[src/design/swmo_pkg.sv]
`timescale 1ns / 1ps
`default_nettype none
// ----------------------------------------------------------------------------
// swmo_pkg
// shared widths, constants and defaults of the sliding window median offset
// ----------------------------------------------------------------------------
package swmo_pkg;

  localparam int unsigned SampleW      = 64;
  localparam int unsigned ThrW         = 32;
  localparam int unsigned CountOutW    = 6;
  localparam int unsigned WindowDef    = 50;
  localparam int unsigned MinForMedian = 5;
  localparam logic [ThrW-1:0] ThrReset = 32'd600;

  typedef logic signed [SampleW-1:0] sample_t;
  typedef logic [ThrW-1:0]           thr_t;
  typedef logic [CountOutW-1:0]      count_out_t;

endpackage

`default_nettype wire

[src/design/swmo_in_if.sv]
`timescale 1ns / 1ps
`default_nettype none
// ----------------------------------------------------------------------------
// swmo_in_if
// sample channel: valid, ready and one offset sample
// ----------------------------------------------------------------------------
interface swmo_in_if;

  logic              valid;
  logic              ready;
  swmo_pkg::sample_t offset_sample;

  modport source (output valid, output offset_sample, input ready);
  modport sink (input valid, input offset_sample, output ready);

endinterface

`default_nettype wire

[src/design/swmo_out_if.sv]
`timescale 1ns / 1ps
`default_nettype none
// ----------------------------------------------------------------------------
// swmo_out_if
// result channel: valid, ready, median, out-of-sync flag and sample count
// ----------------------------------------------------------------------------
interface swmo_out_if;

  logic                  valid;
  logic                  ready;
  swmo_pkg::sample_t     median_offset;
  logic                  out_of_sync;
  swmo_pkg::count_out_t  sample_count;

  modport source (output valid, output median_offset, output out_of_sync,
                  output sample_count, input ready);
  modport sink (input valid, input median_offset, input out_of_sync,
                input sample_count, output ready);

endinterface

`default_nettype wire

[src/design/swmo_ram.sv]
`timescale 1ns / 1ps
`default_nettype none
// ----------------------------------------------------------------------------
// swmo_ram
// generic simple dual port ram, one write and one registered read per cycle
// ----------------------------------------------------------------------------
module swmo_ram #(
  parameter int unsigned Width = 64,
  parameter int unsigned Depth = 50,
  localparam int unsigned AddrW = (Depth > 1) ? $clog2(Depth) : 1
) (
  input  wire logic             clk_i,
  input  wire logic             we_i,
  input  wire logic [AddrW-1:0] waddr_i,
  input  wire logic [Width-1:0] wdata_i,
  input  wire logic [AddrW-1:0] raddr_i,
  output logic      [Width-1:0] rdata_o
);

  logic [Width-1:0] mem_q [Depth];

  always_ff @(posedge clk_i) begin
    if (we_i) begin
      mem_q[waddr_i] <= wdata_i;
    end
    rdata_o <= mem_q[raddr_i];
  end

endmodule

`default_nettype wire

[src/design/sliding_window_median_offset_core.sv]
`timescale 1ns / 1ps
`default_nettype none
// ----------------------------------------------------------------------------
// sliding_window_median_offset_core
// upper median of the last Window offset samples with out-of-sync flag
// ----------------------------------------------------------------------------
//  channel   dir   handshake      payload
//  smp_i     in    valid/ready    offset_sample
//  res_o     out   valid/ready    median_offset, out_of_sync, sample_count
//  cfg       in    cfg_we_i       cfg_wdata_i (warn threshold)
//
//  a transaction compares each candidate in turn with all n samples held and
//  stops when the median is found; with fewer than five held it gives zero
//  the rank count reads the sample ram once per cycle through its one read port
//  a result waits in the output register; the next sample is taken meanwhile
//  reset clears the counters and the output valid and sets the threshold to 600
// ----------------------------------------------------------------------------
module sliding_window_median_offset_core #(
  parameter int unsigned Window = swmo_pkg::WindowDef
) (
  input  wire logic                  clk_i,
  input  wire logic                  rst_ni,
  swmo_in_if.sink                    smp_i,
  swmo_out_if.source                 res_o,
  input  wire logic                  cfg_we_i,
  input  wire logic [swmo_pkg::ThrW-1:0] cfg_wdata_i
);

  localparam int unsigned IdxW = $clog2(Window);
  localparam int unsigned CntW = $clog2(Window + 1);
  localparam logic [CntW-1:0] WinLast = CntW'(Window - 1);
  localparam logic [CntW-1:0] WinFull = CntW'(Window);
  localparam logic [CntW-1:0] MinCnt  = CntW'(swmo_pkg::MinForMedian);

  typedef enum logic [5:0] {
    ST_IDLE  = 6'b000001,
    ST_CAND  = 6'b000010,
    ST_CLAT  = 6'b000100,
    ST_INNER = 6'b001000,
    ST_CHECK = 6'b010000,
    ST_DONE  = 6'b100000
  } state_e;

  state_e state_q, state_d;

  logic [CntW-1:0]     held_q, held_d;
  logic [IdxW-1:0]     oldest_q, oldest_d;
  logic [CntW-1:0]     i_q, i_d;
  logic [CntW-1:0]     j_q, j_d;
  logic [CntW-1:0]     below_q, below_d;
  logic [CntW-1:0]     same_q, same_d;
  logic                cmp_vld_q, cmp_vld_d;
  swmo_pkg::sample_t   cand_q, cand_d;
  swmo_pkg::sample_t   median_q, median_d;
  swmo_pkg::thr_t      thr_q;

  logic                out_vld_q, out_vld_d;
  swmo_pkg::sample_t   out_median_q, out_median_d;
  logic                out_flag_q, out_flag_d;
  swmo_pkg::count_out_t out_cnt_q, out_cnt_d;

  logic                ram_we;
  logic [IdxW-1:0]     ram_waddr;
  logic [IdxW-1:0]     ram_raddr;
  logic [swmo_pkg::SampleW-1:0] ram_rdata;
  swmo_pkg::sample_t   rd_sample;

  logic                smp_acc;
  logic                out_free;
  logic [CntW-1:0]     rank;
  logic [CntW:0]       upper;
  logic                hit;
  swmo_pkg::sample_t   clamped;
  logic [swmo_pkg::SampleW-1:0] magnitude;
  logic                flag;

  assign smp_i.ready = (state_q == ST_IDLE);
  assign smp_acc     = smp_i.valid && smp_i.ready;
  assign out_free    = !out_vld_q || res_o.ready;

  assign rd_sample = swmo_pkg::sample_t'(ram_rdata);
  assign rank      = held_q >> 1;
  assign upper     = {1'b0, below_q} + {1'b0, same_q};
  assign hit       = (below_q <= rank) && ({1'b0, rank} < upper);

  // clamp most negative value before taking the magnitude
  always_comb begin
    clamped = median_q;
    if (median_q == {1'b1, {(swmo_pkg::SampleW - 1){1'b0}}}) begin
      clamped = {1'b1, {(swmo_pkg::SampleW - 2){1'b0}}, 1'b1};
    end
    magnitude = clamped[swmo_pkg::SampleW-1] ? (~clamped + 1'b1) : clamped;
    flag      = magnitude > {{(swmo_pkg::SampleW - swmo_pkg::ThrW){1'b0}}, thr_q};
  end

  assign ram_we    = smp_acc;
  assign ram_waddr = (held_q < WinFull) ? held_q[IdxW-1:0] : oldest_q;
  assign ram_raddr = (state_q == ST_CAND) ? i_q[IdxW-1:0] : j_q[IdxW-1:0];

  swmo_ram #(
    .Width (swmo_pkg::SampleW),
    .Depth (Window)
  ) u_win_ram (
    .clk_i   (clk_i),
    .we_i    (ram_we),
    .waddr_i (ram_waddr),
    .wdata_i (smp_i.offset_sample),
    .raddr_i (ram_raddr),
    .rdata_o (ram_rdata)
  );

  always_comb begin
    state_d      = state_q;
    held_d       = held_q;
    oldest_d     = oldest_q;
    i_d          = i_q;
    j_d          = j_q;
    below_d      = below_q;
    same_d       = same_q;
    cmp_vld_d    = 1'b0;
    cand_d       = cand_q;
    median_d     = median_q;
    out_vld_d    = out_vld_q && !res_o.ready;
    out_median_d = out_median_q;
    out_flag_d   = out_flag_q;
    out_cnt_d    = out_cnt_q;

    case (state_q)
      ST_IDLE: begin
        if (smp_acc) begin
          if (held_q < WinFull) begin
            held_d = held_q + 1'b1;
          end else if (oldest_q == WinLast[IdxW-1:0]) begin
            oldest_d = '0;
          end else begin
            oldest_d = oldest_q + 1'b1;
          end
          i_d      = '0;
          median_d = '0;
          state_d  = ((held_q + 1'b1) < MinCnt) ? ST_DONE : ST_CAND;
          if (held_q >= WinFull) begin
            state_d = ST_CAND;
          end
        end
      end
      ST_CAND: begin
        state_d = ST_CLAT;
      end
      ST_CLAT: begin
        cand_d  = rd_sample;
        j_d     = '0;
        below_d = '0;
        same_d  = '0;
        state_d = ST_INNER;
      end
      ST_INNER: begin
        if (j_q < held_q) begin
          j_d       = j_q + 1'b1;
          cmp_vld_d = 1'b1;
        end
        if (cmp_vld_q) begin
          if (rd_sample < cand_q) begin
            below_d = below_q + 1'b1;
          end else if (rd_sample == cand_q) begin
            same_d = same_q + 1'b1;
          end
        end
        if (!(j_q < held_q) && !cmp_vld_q) begin
          state_d = ST_CHECK;
        end
      end
      ST_CHECK: begin
        if (hit) begin
          median_d = cand_q;
          state_d  = ST_DONE;
        end else if ((i_q + 1'b1) >= held_q) begin
          median_d = '0;
          state_d  = ST_DONE;
        end else begin
          i_d     = i_q + 1'b1;
          state_d = ST_CAND;
        end
      end
      ST_DONE: begin
        if (out_free) begin
          out_vld_d    = 1'b1;
          out_median_d = median_q;
          out_flag_d   = flag;
          out_cnt_d    = swmo_pkg::count_out_t'(held_q);
          state_d      = ST_IDLE;
        end
      end
      default: begin
        state_d = ST_IDLE;
      end
    endcase
  end

  always_ff @(posedge clk_i or negedge rst_ni) begin
    if (!rst_ni) begin
      state_q   <= ST_IDLE;
      held_q    <= '0;
      oldest_q  <= '0;
      i_q       <= '0;
      j_q       <= '0;
      below_q   <= '0;
      same_q    <= '0;
      cmp_vld_q <= 1'b0;
      out_vld_q <= 1'b0;
      thr_q     <= swmo_pkg::ThrReset;
    end else begin
      state_q   <= state_d;
      held_q    <= held_d;
      oldest_q  <= oldest_d;
      i_q       <= i_d;
      j_q       <= j_d;
      below_q   <= below_d;
      same_q    <= same_d;
      cmp_vld_q <= cmp_vld_d;
      out_vld_q <= out_vld_d;
      if (cfg_we_i) begin
        thr_q <= cfg_wdata_i;
      end
    end
  end

  // payload registers
  always_ff @(posedge clk_i) begin
    cand_q       <= cand_d;
    median_q     <= median_d;
    out_median_q <= out_median_d;
    out_flag_q   <= out_flag_d;
    out_cnt_q    <= out_cnt_d;
  end

  assign res_o.valid         = out_vld_q;
  assign res_o.median_offset = out_median_q;
  assign res_o.out_of_sync   = out_flag_q;
  assign res_o.sample_count  = out_cnt_q;

`ifndef SYNTHESIS
  a_held_bound: assert property (@(posedge clk_i) disable iff (!rst_ni)
    held_q <= WinFull)
    else $error("held count above window size");

  a_oldest_idle: assert property (@(posedge clk_i) disable iff (!rst_ni)
    (held_q < WinFull) |-> (oldest_q == '0))
    else $error("oldest slot moved while window fills");

  a_cand_range: assert property (@(posedge clk_i) disable iff (!rst_ni)
    (state_q == ST_CAND) |-> (i_q < held_q))
    else $error("candidate index beyond held samples");

  a_count_out: assert property (@(posedge clk_i) disable iff (!rst_ni)
    (state_q == ST_DONE && out_free) |=> (out_cnt_q == swmo_pkg::count_out_t'(held_q)))
    else $error("result count differs from held count");

  a_short_zero: assert property (@(posedge clk_i) disable iff (!rst_ni)
    (state_q == ST_DONE && out_free && held_q < MinCnt) |=>
      (out_median_q == '0 && !out_flag_q))
    else $error("median reported with too few samples");
`endif

endmodule

`default_nettype wire

[src/flat_wrapper.sv]
// flat-port wrapper written by rule: the top's interface ports become plain ports
module sliding_window_median_offset_core_flat 
#(
  parameter int unsigned Window = swmo_pkg::WindowDef
)
  (clk_i, rst_ni, cfg_we_i, cfg_wdata_i, smp_i_valid, smp_i_offset_sample, smp_i_ready, res_o_valid, res_o_median_offset, res_o_out_of_sync, res_o_sample_count, res_o_ready);
  swmo_in_if smp_i_i ();
  swmo_out_if res_o_i ();
  input  wire logic clk_i;
  input  wire logic rst_ni;
  input  wire logic cfg_we_i;
  input  wire logic [swmo_pkg::ThrW-1:0] cfg_wdata_i;
  input wire logic [$bits(smp_i_i.valid)-1:0] smp_i_valid;
  input wire logic [$bits(smp_i_i.offset_sample)-1:0] smp_i_offset_sample;
  output wire logic [$bits(smp_i_i.ready)-1:0] smp_i_ready;
  output wire logic [$bits(res_o_i.valid)-1:0] res_o_valid;
  output wire logic [$bits(res_o_i.median_offset)-1:0] res_o_median_offset;
  output wire logic [$bits(res_o_i.out_of_sync)-1:0] res_o_out_of_sync;
  output wire logic [$bits(res_o_i.sample_count)-1:0] res_o_sample_count;
  input wire logic [$bits(res_o_i.ready)-1:0] res_o_ready;
  assign smp_i_i.valid = smp_i_valid;
  assign smp_i_i.offset_sample = smp_i_offset_sample;
  assign smp_i_ready = smp_i_i.ready;
  assign res_o_valid = res_o_i.valid;
  assign res_o_median_offset = res_o_i.median_offset;
  assign res_o_out_of_sync = res_o_i.out_of_sync;
  assign res_o_sample_count = res_o_i.sample_count;
  assign res_o_i.ready = res_o_ready;
  sliding_window_median_offset_core #(.Window(Window)) u_core (.clk_i(clk_i), .rst_ni(rst_ni), .smp_i(smp_i_i), .res_o(res_o_i), .cfg_we_i(cfg_we_i), .cfg_wdata_i(cfg_wdata_i));
endmodule
[config.mk]
export PLATFORM = sky130hd
export DESIGN_NAME = sliding_window_median_offset_core_flat
export DESIGN_NICKNAME = d
export VERILOG_FILES = /design/src/design/swmo_pkg.sv /design/src/design/swmo_in_if.sv /design/src/design/swmo_out_if.sv /design/src/design/swmo_ram.sv /design/src/design/sliding_window_median_offset_core.sv /design/src/flat_wrapper.sv
export SDC_FILE = /design/constraint.sdc
export NUM_CORES = 2
export LEC_CHECK = 0
export ABC_CLOCK_PERIOD_IN_PS = 9200
export BUFFER_PORTS_ARGS = -buffer_cell sky130_fd_sc_hd__clkbuf_2
export CAP_MARGIN = 15
export CORE_MARGIN = 2
export CORE_UTILIZATION = 50
export CTS_CLUSTER_DIAMETER = 40
export DETAILED_ROUTE_END_ITERATION = 10
export GPL_TIMING_DRIVEN = 1
export PLACE_DENSITY = 0.66
export SLEW_MARGIN = 30
export SYNTH_ARGS = -nofsm -noshare
export SYNTH_HDL_FRONTEND = slang
export SYNTH_HIERARCHICAL = 1
export SYNTH_SLANG_ARGS = --single-unit
[constraint.sdc]
create_clock -name clk_i -period 9.2 [get_ports clk_i]
set_input_delay 1.38 -clock clk_i [delete_from_list [all_inputs] [get_ports clk_i]]
set_output_delay 1.38 -clock clk_i [all_outputs]
set_load 0.02 [all_outputs]
; Word-level counts from Yosys, hierarchy flattened
; Memory sizes are Yosys's and may differ from the RTL's. A register that Yosys moved wholly into a read port is not among the register bits.
; Index checks and enable logic that the tools add are counted.
[word_totals]
output_inout_bits = 73
ram_bits = 3200
in_bits = 101
reg_bits = 275
latchBits = 0
mem_count = 1
romBits = 0
word_cells = 111
[memory_table]
columns = name, depth, width, rd, rd_clocked_by_memory_dff, wr, line
row1 = u_core.u_win_ram.mem_q, 50, 64, 1, 1, 1, swmo_ram.sv:20  ; logic [Width-1:0] mem_q [Depth];
[op_classes]
add_sub_neg = 8
n_mux = 36
magnitude_cmp = 9
div_mod_pow = 0
shifts = 0
n_reduce_logical = 20
bitwise = 2
eq_ne = 20
n_mul = 0
[ops]
columns = operator, n
row1 = 2-to-1 mux 64 bit, 5
row2 = one-hot mux 64 bit (2 select lines), 1
row3 = 2-to-1 mux 6 bit, 19
row4 = "adder 64 x 1 -> 64 bit, second input constant", 1
row5 = == test 64 bit, 1
row6 = "== test 64 bit, second input constant", 1
row7 = greater-than comparator 64 x 32 -> 1 bit, 1
row8 = less-than comparator 64 bit, 1
row9 = inverter 64 bit, 1
row10 = one-hot mux 6 bit (2 select lines), 4
row11 = "adder 6 x 1 -> 6 bit, second input constant", 6
row12 = one-hot mux 6 bit (6 select lines), 1
row13 = AND reduction 3 bit, 5
row14 = "== test 6 bit, second input constant", 2
row15 = "inequality test 2 x 1 -> 1 bit, second input constant", 6
row16 = "inequality test 2 bit, second input constant", 4
row17 = AND reduction 4 bit, 2
row18 = adder 6 x 6 -> 7 bit, 1
row19 = less-than comparator 5 x 7 -> 1 bit, 1
row20 = "== test 6 x 1 -> 1 bit, second input constant", 1
row21 = "== test 6 x 2 -> 1 bit, second input constant", 1
row22 = "== test 6 x 3 -> 1 bit, second input constant", 1
row23 = "== test 6 x 4 -> 1 bit, second input constant", 1
row24 = "== test 6 x 5 -> 1 bit, second input constant", 1
row25 = 14 further kinds, 27

; Longest topological paths before layout
[logic_depth]
ltp_word = 6
ltp_mapped = 22
depth_no_buf = 21

; Cells and area by module
; Netlist, hierarchy kept.
[modules_own_cells]
columns = mod, instances, seq_area_each_um2, cells_per_inst, area_each_um2
row1 = swmo_ram, 1, 97373.4, 5784, 124323.0
row2 = sliding_window_median_offset_core, 1, 7883.8, 1342, 14944.3

; Worst setup path after synthesis
; OpenSTA, ideal clock, no wires.
[synth_path]
path_kind = in2reg
start = input port smp_i_valid
end = memory u_core.u_win_ram.mem_q[16][0] (enable)
cell_stages = 5
t_arrival_ps = 6372
required_ps = 8635
path_buffers = 0
setup_ps = 565
slack_ps = 2263
path_cell_list = nand2_1 > inv_1 > nor3b_1 > nand2_1 > nor3_1
[synth_via]
elab_chain_len = 3
[synth_rtl]
columns = element, line
row1 = "start, declared", flat_wrapper.sv:13  ; input wire logic [$bits(smp_i_i.valid)-1:0] smp_i_valid;
row2 = logical AND 1 bit, sliding_window_median_offset_core.sv:78  ; assign smp_acc = smp_i.valid && smp_i.ready;
row3 = named net u_core.ram_we, sliding_window_median_offset_core.sv:62  ; logic ram_we;
row4 = 2-to-1 mux 1 bit, swmo_ram.sv:23  ; if (we_i) begin
row5 = 2-to-1 mux 1 bit (implied by the code), swmo_ram.sv:24  ; mem_q[waddr_i] <= wdata_i;
row6 = "end, declared", swmo_ram.sv:20
; The timed path passes the listed nets, and every way through them passes these cells.

; Worst setup path after layout
[layout_path]
start = register u_core.median_q[37]
end = register u_core.out_flag_q (netlist: u_core/res_o.out_of_sync), data pin
[layout_via]
elab_chain_len = 6
[layout_rtl]
columns = element, line
row1 = "start, declared", sliding_window_median_offset_core.sv:54  ; swmo_pkg::sample_t median_q, median_d;
row2 = "start signal, assigned", sliding_window_median_offset_core.sv:230  ; median_q <= median_d;
row3 = == test 64 bit, sliding_window_median_offset_core.sv:89  ; if (median_q == {1'b1, {(swmo_pkg::SampleW - 1){1'b0}}}) begin
row4 = 2-to-1 mux 64 bit (*), sliding_window_median_offset_core.sv:89
row5 = inverter 64 bit, sliding_window_median_offset_core.sv:92  ; magnitude = clamped[swmo_pkg::SampleW-1] ? (~clamped + 1'b1) : clamped;
row6 = adder 64 x 1 -> 64 bit, sliding_window_median_offset_core.sv:92
row7 = 2-to-1 mux 64 bit (*), sliding_window_median_offset_core.sv:92
row8 = greater-than comparator 64 x 32 -> 1 bit (*), sliding_window_median_offset_core.sv:93  ; flag = magnitude > {{(swmo_pkg::SampleW - swmo_pkg::ThrW){1'b0}}, thr_q};
row9 = named net u_core.flag, sliding_window_median_offset_core.sv:75  ; logic flag;
row10 = "end signal, assigned", sliding_window_median_offset_core.sv:232  ; out_flag_q <= out_flag_d;
row11 = "end, declared", sliding_window_median_offset_core.sv:59  ; logic out_flag_q, out_flag_d;
; Mark *: on every way through the listed nets, which the timed path passes. The rest lies on a longest branch.
; A chain may end at the register's enable or synchronous reset.

==> summary.txt <==
Final layout
  – Ratio of cells with drive above 1 in the final layout: 0.252
  – Final nets: 7,811
  – Synth-to-layout area growth: 15.4%
  – Design area: 0.161 sq mm
  – Filler cell count: 20,009
  – Filler-free cell count of the finished design: 11,672

Global route
  – GRT Total Usage: 0.259
  – Pin count of the biggest net entering global routing: 121
  – Total gr overflow: 0
  – Initial antenna violation count: 24
  – First-pass GRT wire length: 529,000 um
  – Vias in the first global route: 72,585

Place
  – GPL Wtd Cong: 0.889
  – Port bufs: 173
  – Placed cells: 10,821
  – Placed inst area: 0.145 sq mm
  – Dpl hpwl: 204,000 um

Routing
  – Drt wl/cell: 31.8 um
  – Post-DRT Antenna Nets: 0
  – Via-to-Cell Ratio: 6.31
  – WL final: 371,000 um
  – Pre-Repair DR Iteration Count: 8
  – Drt first-iter violations: 9,046
  – DR DRC count: 0
  – DR vias: 73,671

Die
  – I/O pin count: 174
  – Die X-Extent: 532 um
  – Placement Rows: 193
  – Die span in y: 532 um
  – Initial Utilization: 0.503
  – Core box area: 0.277 sq mm
  – Die ar.: 0.283 sq mm

STA
  – Normalized max-slew margin: 0.261
  – Final hold violations: 0
  – Max Clk Rate: 0.161 GHz
  – Clock skew: 0.0770 ns
  – Setup TNS: 0 ns
  – Fin crit share: 0.674
  – Slew @ Worst Pin: 1.11 ns
  – Final setup fails: 0
  – Unrepaired setup endpoints after global routing: no
  – Final slew viol count: 0
  – Fin crit period: 6.20 ns

Synthesis
  – Synth top area cells: edfxtp_1 73%, mux4_2 8.6%, mux2i_1 3.7%
  – Synth warn: 6
  – Sequential element share of the synthesized area: 0.756
  – Ys flop type: edfxtp_1
  – Netlist cell types: 90
  – Synth Instances: 7,126
  – Share of the synthesized area in the top cell type: 0.733
  – Avg Inst Size Synth: 19.5 sq um
  – Flops & latches, synth: 3,539
  – Ys async rst share: 0.0215
  – Post-synth EDFFs: 3,399
  – Synth area leader: edfxtp_1
  – Synthesized cell area: 0.139 sq mm
  – Mapped Nets: 7,359

Clocking
  – Max Root-Sink Buffers: 4
  – Clock latency on the worst-skew pair: 0.95 ns
  – Root buf cell: clkbuf_16
  – Total CTS buffers: 453
  – Resize count post-CTS: 0
  – Clock Sinks: 3,539
  – Cts hold-fix bufs: 0
  – Post-CTS Repair Setup Buffers: 0
  – Worst-path clk slew: 0.05 ns
  – CTS HTree Levels: 5
  – CTS tree: yes

Run
  – MaxCap Viol Count: 0

Setup path
  – Worst path arrival time: 6.85 ns
  – Crit start category: flop
  – CP Class: reg2reg
  – Worst endpoint required time: 9.86 ns
  – Crit. End Element: flop
  – CP max FO: 7

Pwr
  – Leakage: 51.5 nW
  – Peak VDD IR: 0.216 mV
  – Final Power: 0.0440 W
  – Pwr Density: 274 mW/mm^2

Hold path
  – Hold crit path type: reg2reg

Outcome
  – Status: completed
power by group:
| part | total (W) | switching (W) | leakage, nW | internal (W) |
|---|---|---|---|---|
| Clock | 0.0177 | 0.00689 | 7.37 | 0.0108 |
| Sequential | 0.0188 | 0.000539 | 32.1 | 0.0183 |
| Combinational | 0.00754 | 0.00418 | 12.0 | 0.00335 |
| Total | 0.0440 | 0.0116 | 51.5 | 0.0324 |
critical path, cell delays in order (launching register included):
cell and delay (ns):
edfxtp_1 0.46, or4_1 0.22, and2b_2 0.28, and3_2 0.26, and3_1 0.25, nor2_1 0.26, ha_1 0.24, or3b_2 0.52
nor4_2 0.44, nand2_1 0.32, o31ai_1 0.33, xnor2_1 0.12, ha_1 0.31, nand4_1 0.14, nor4_1 0.46, nand2_1 0.17
o21ai_0 0.11, nor2_1 0.07, or4_1 0.50, or4_1 0.50
flip-flops by register name (all words and copies together), names as in the netlist:
| name | count |
|---|---|
| u_core/held_q | 6 |
| u_core/u_win_ram/mem_q | 3200 |
| u_core/state_q | 6 |
| u_core/j_q | 6 |
| u_core/thr_q | 32 |
| u_core/res_o.valid | 1 |
| u_core/cand_q | 64 |
| u_core/cmp_vld_q | 1 |
| u_core/oldest_q | 6 |
| u_core/res_o.out_of_sync | 1 |
| u_core/res_o.sample_count | 6 |
| u_core/u_win_ram/rdata_o | 64 |
| u_core/i_q | 6 |
| u_core/res_o.median_offset | 64 |
| u_core/below_q | 6 |
| u_core/median_q | 64 |
| u_core/same_q | 6 |
cell families (layout without fill, tap and decap cells):
kind of cell,count (synthesis),count (layout),share of synthesized area
buffers and inverters,484,1317,0.0168
multiplexers,1316,1316,0.145
adder cells (fa/ha/maj),132,132,0.0119
other,0,8,0
AO/OA/AOI/OAI,796,796,0.0385
AND/OR/NAND/NOR,810,810,0.0292
XOR/XNOR,49,49,0.00308
flip-flops,3539,3539,0.756
path summary, 6_finish.rpt:
kind	from	end	slack, ns	cells past startpoint
max	u_core/median_q[37]$_SDFFCE_PN0P_	u_core/res_o.out_of_sync$_DFFE_PP_	3.00	19
min	u_core/u_win_ram/rdata_o[53]$_DFF_P_	u_core/cand_q[53]$_DFFE_PP_	0.44	0
max reg2reg	u_core/median_q[37]$_SDFFCE_PN0P_	u_core/res_o.out_of_sync$_DFFE_PP_	3.00	19
min reg2reg	u_core/u_win_ram/rdata_o[53]$_DFF_P_	u_core/cand_q[53]$_DFFE_PP_	0.44	0
max in group asynchronous	rst_ni	u_core/thr_q[29]$_DFFE_PN0P_	8.22	1
min in group asynchronous	rst_ni	u_core/held_q[2]$_DFFE_PN0P_	0.50	1
per-stage QoR:
stage,hold WS [ns],setup slack [ns],utilization
finish,0.438,3.00,0.581
global route,0.450,2.69,0.581
CTS,0.438,3.01,0.580
detailed placement,0.424,2.96,0.525
global placement,0.424,2.92,0.524
floorplan,0.408,2.26,-
cell type report:
class                           instances  area (sq um)  share of cell area
Timing Repair Buffer                  359          2870              0.0178
Tap cell                             3705          4640              0.0288
Sequential cell                      3539        105000               0.655
Inverter                              122           463             0.00288
Clock buffer                          516         11800              0.0732
Antenna cell                            8          20.0            0.000125
Clock inverter                        320          3600              0.0224
Multi-Input combinational cell       3103         32200               0.200
metal layers:
layer	routed length [um]	track usage	vias up
li1	-	-	30191
met1	148000	0.363	39028
met2	175000	0.408	3712
met3	35600	0.0529	718
met4	11900	0.0854	22
met5	138	0	-
Yosys cell counts (9+ instances only):
| library cell | instances |
|---|---|
| a211oi_1 | 21 |
| a21o_1 | 28 |
| a21oi_1 | 177 |
| a221oi_1 | 86 |
| a222oi_1 | 32 |
| a22oi_1 | 60 |
| a31oi_1 | 85 |
| and2_1 | 70 |
| buf_1 | 22 |
| buf_2 | 75 |
| buf_4 | 56 |
| buf_6 | 26 |
| clkbuf_1 | 180 |
| dfrtp_1 | 71 |
| dfxtp_1 | 64 |
| edfxtp_1 | 3399 |
| ha_1 | 131 |
| inv_1 | 119 |
| mux2_2 | 267 |
| mux2i_1 | 519 |
| mux4_2 | 530 |
| nand2_1 | 311 |
| nand2b_1 | 20 |
| nand3_1 | 31 |
| nand3b_1 | 10 |
| nand4_1 | 33 |
| nor2_1 | 115 |
| nor2b_1 | 35 |
| nor3_1 | 67 |
| nor4_1 | 27 |
| o211ai_1 | 17 |
| o21ai_0 | 97 |
| o22ai_1 | 95 |
| o31ai_1 | 26 |
| o32a_1 | 15 |
| or2_2 | 9 |
| or3_1 | 16 |
| or4_1 | 14 |
| xnor2_1 | 39 |
| xor2_1 | 10 |
cells in the final DEF, fill, tap and decap left out, types with 62 or more instances in the layout:
cell type,Yosys,final
o22ai_1,95,95
a221oi_1,86,86
buf_4,56,145
dfxtp_1,64,64
dfrtp_1,71,71
nor2_1,115,66
a31oi_1,85,85
clkbuf_16,0,456
mux2i_1,519,519
and2_1,70,69
clkbuf_2,0,149
mux4_2,530,530
mux2_2,267,267
o21ai_0,97,96
clkinv_1,2,62
nor3_1,67,63
ha_1,131,131
inv_1,119,117
nand2_1,311,304
edfxtp_1,3399,3399
a21oi_1,177,176
Power figures use the tool's default switching activity.
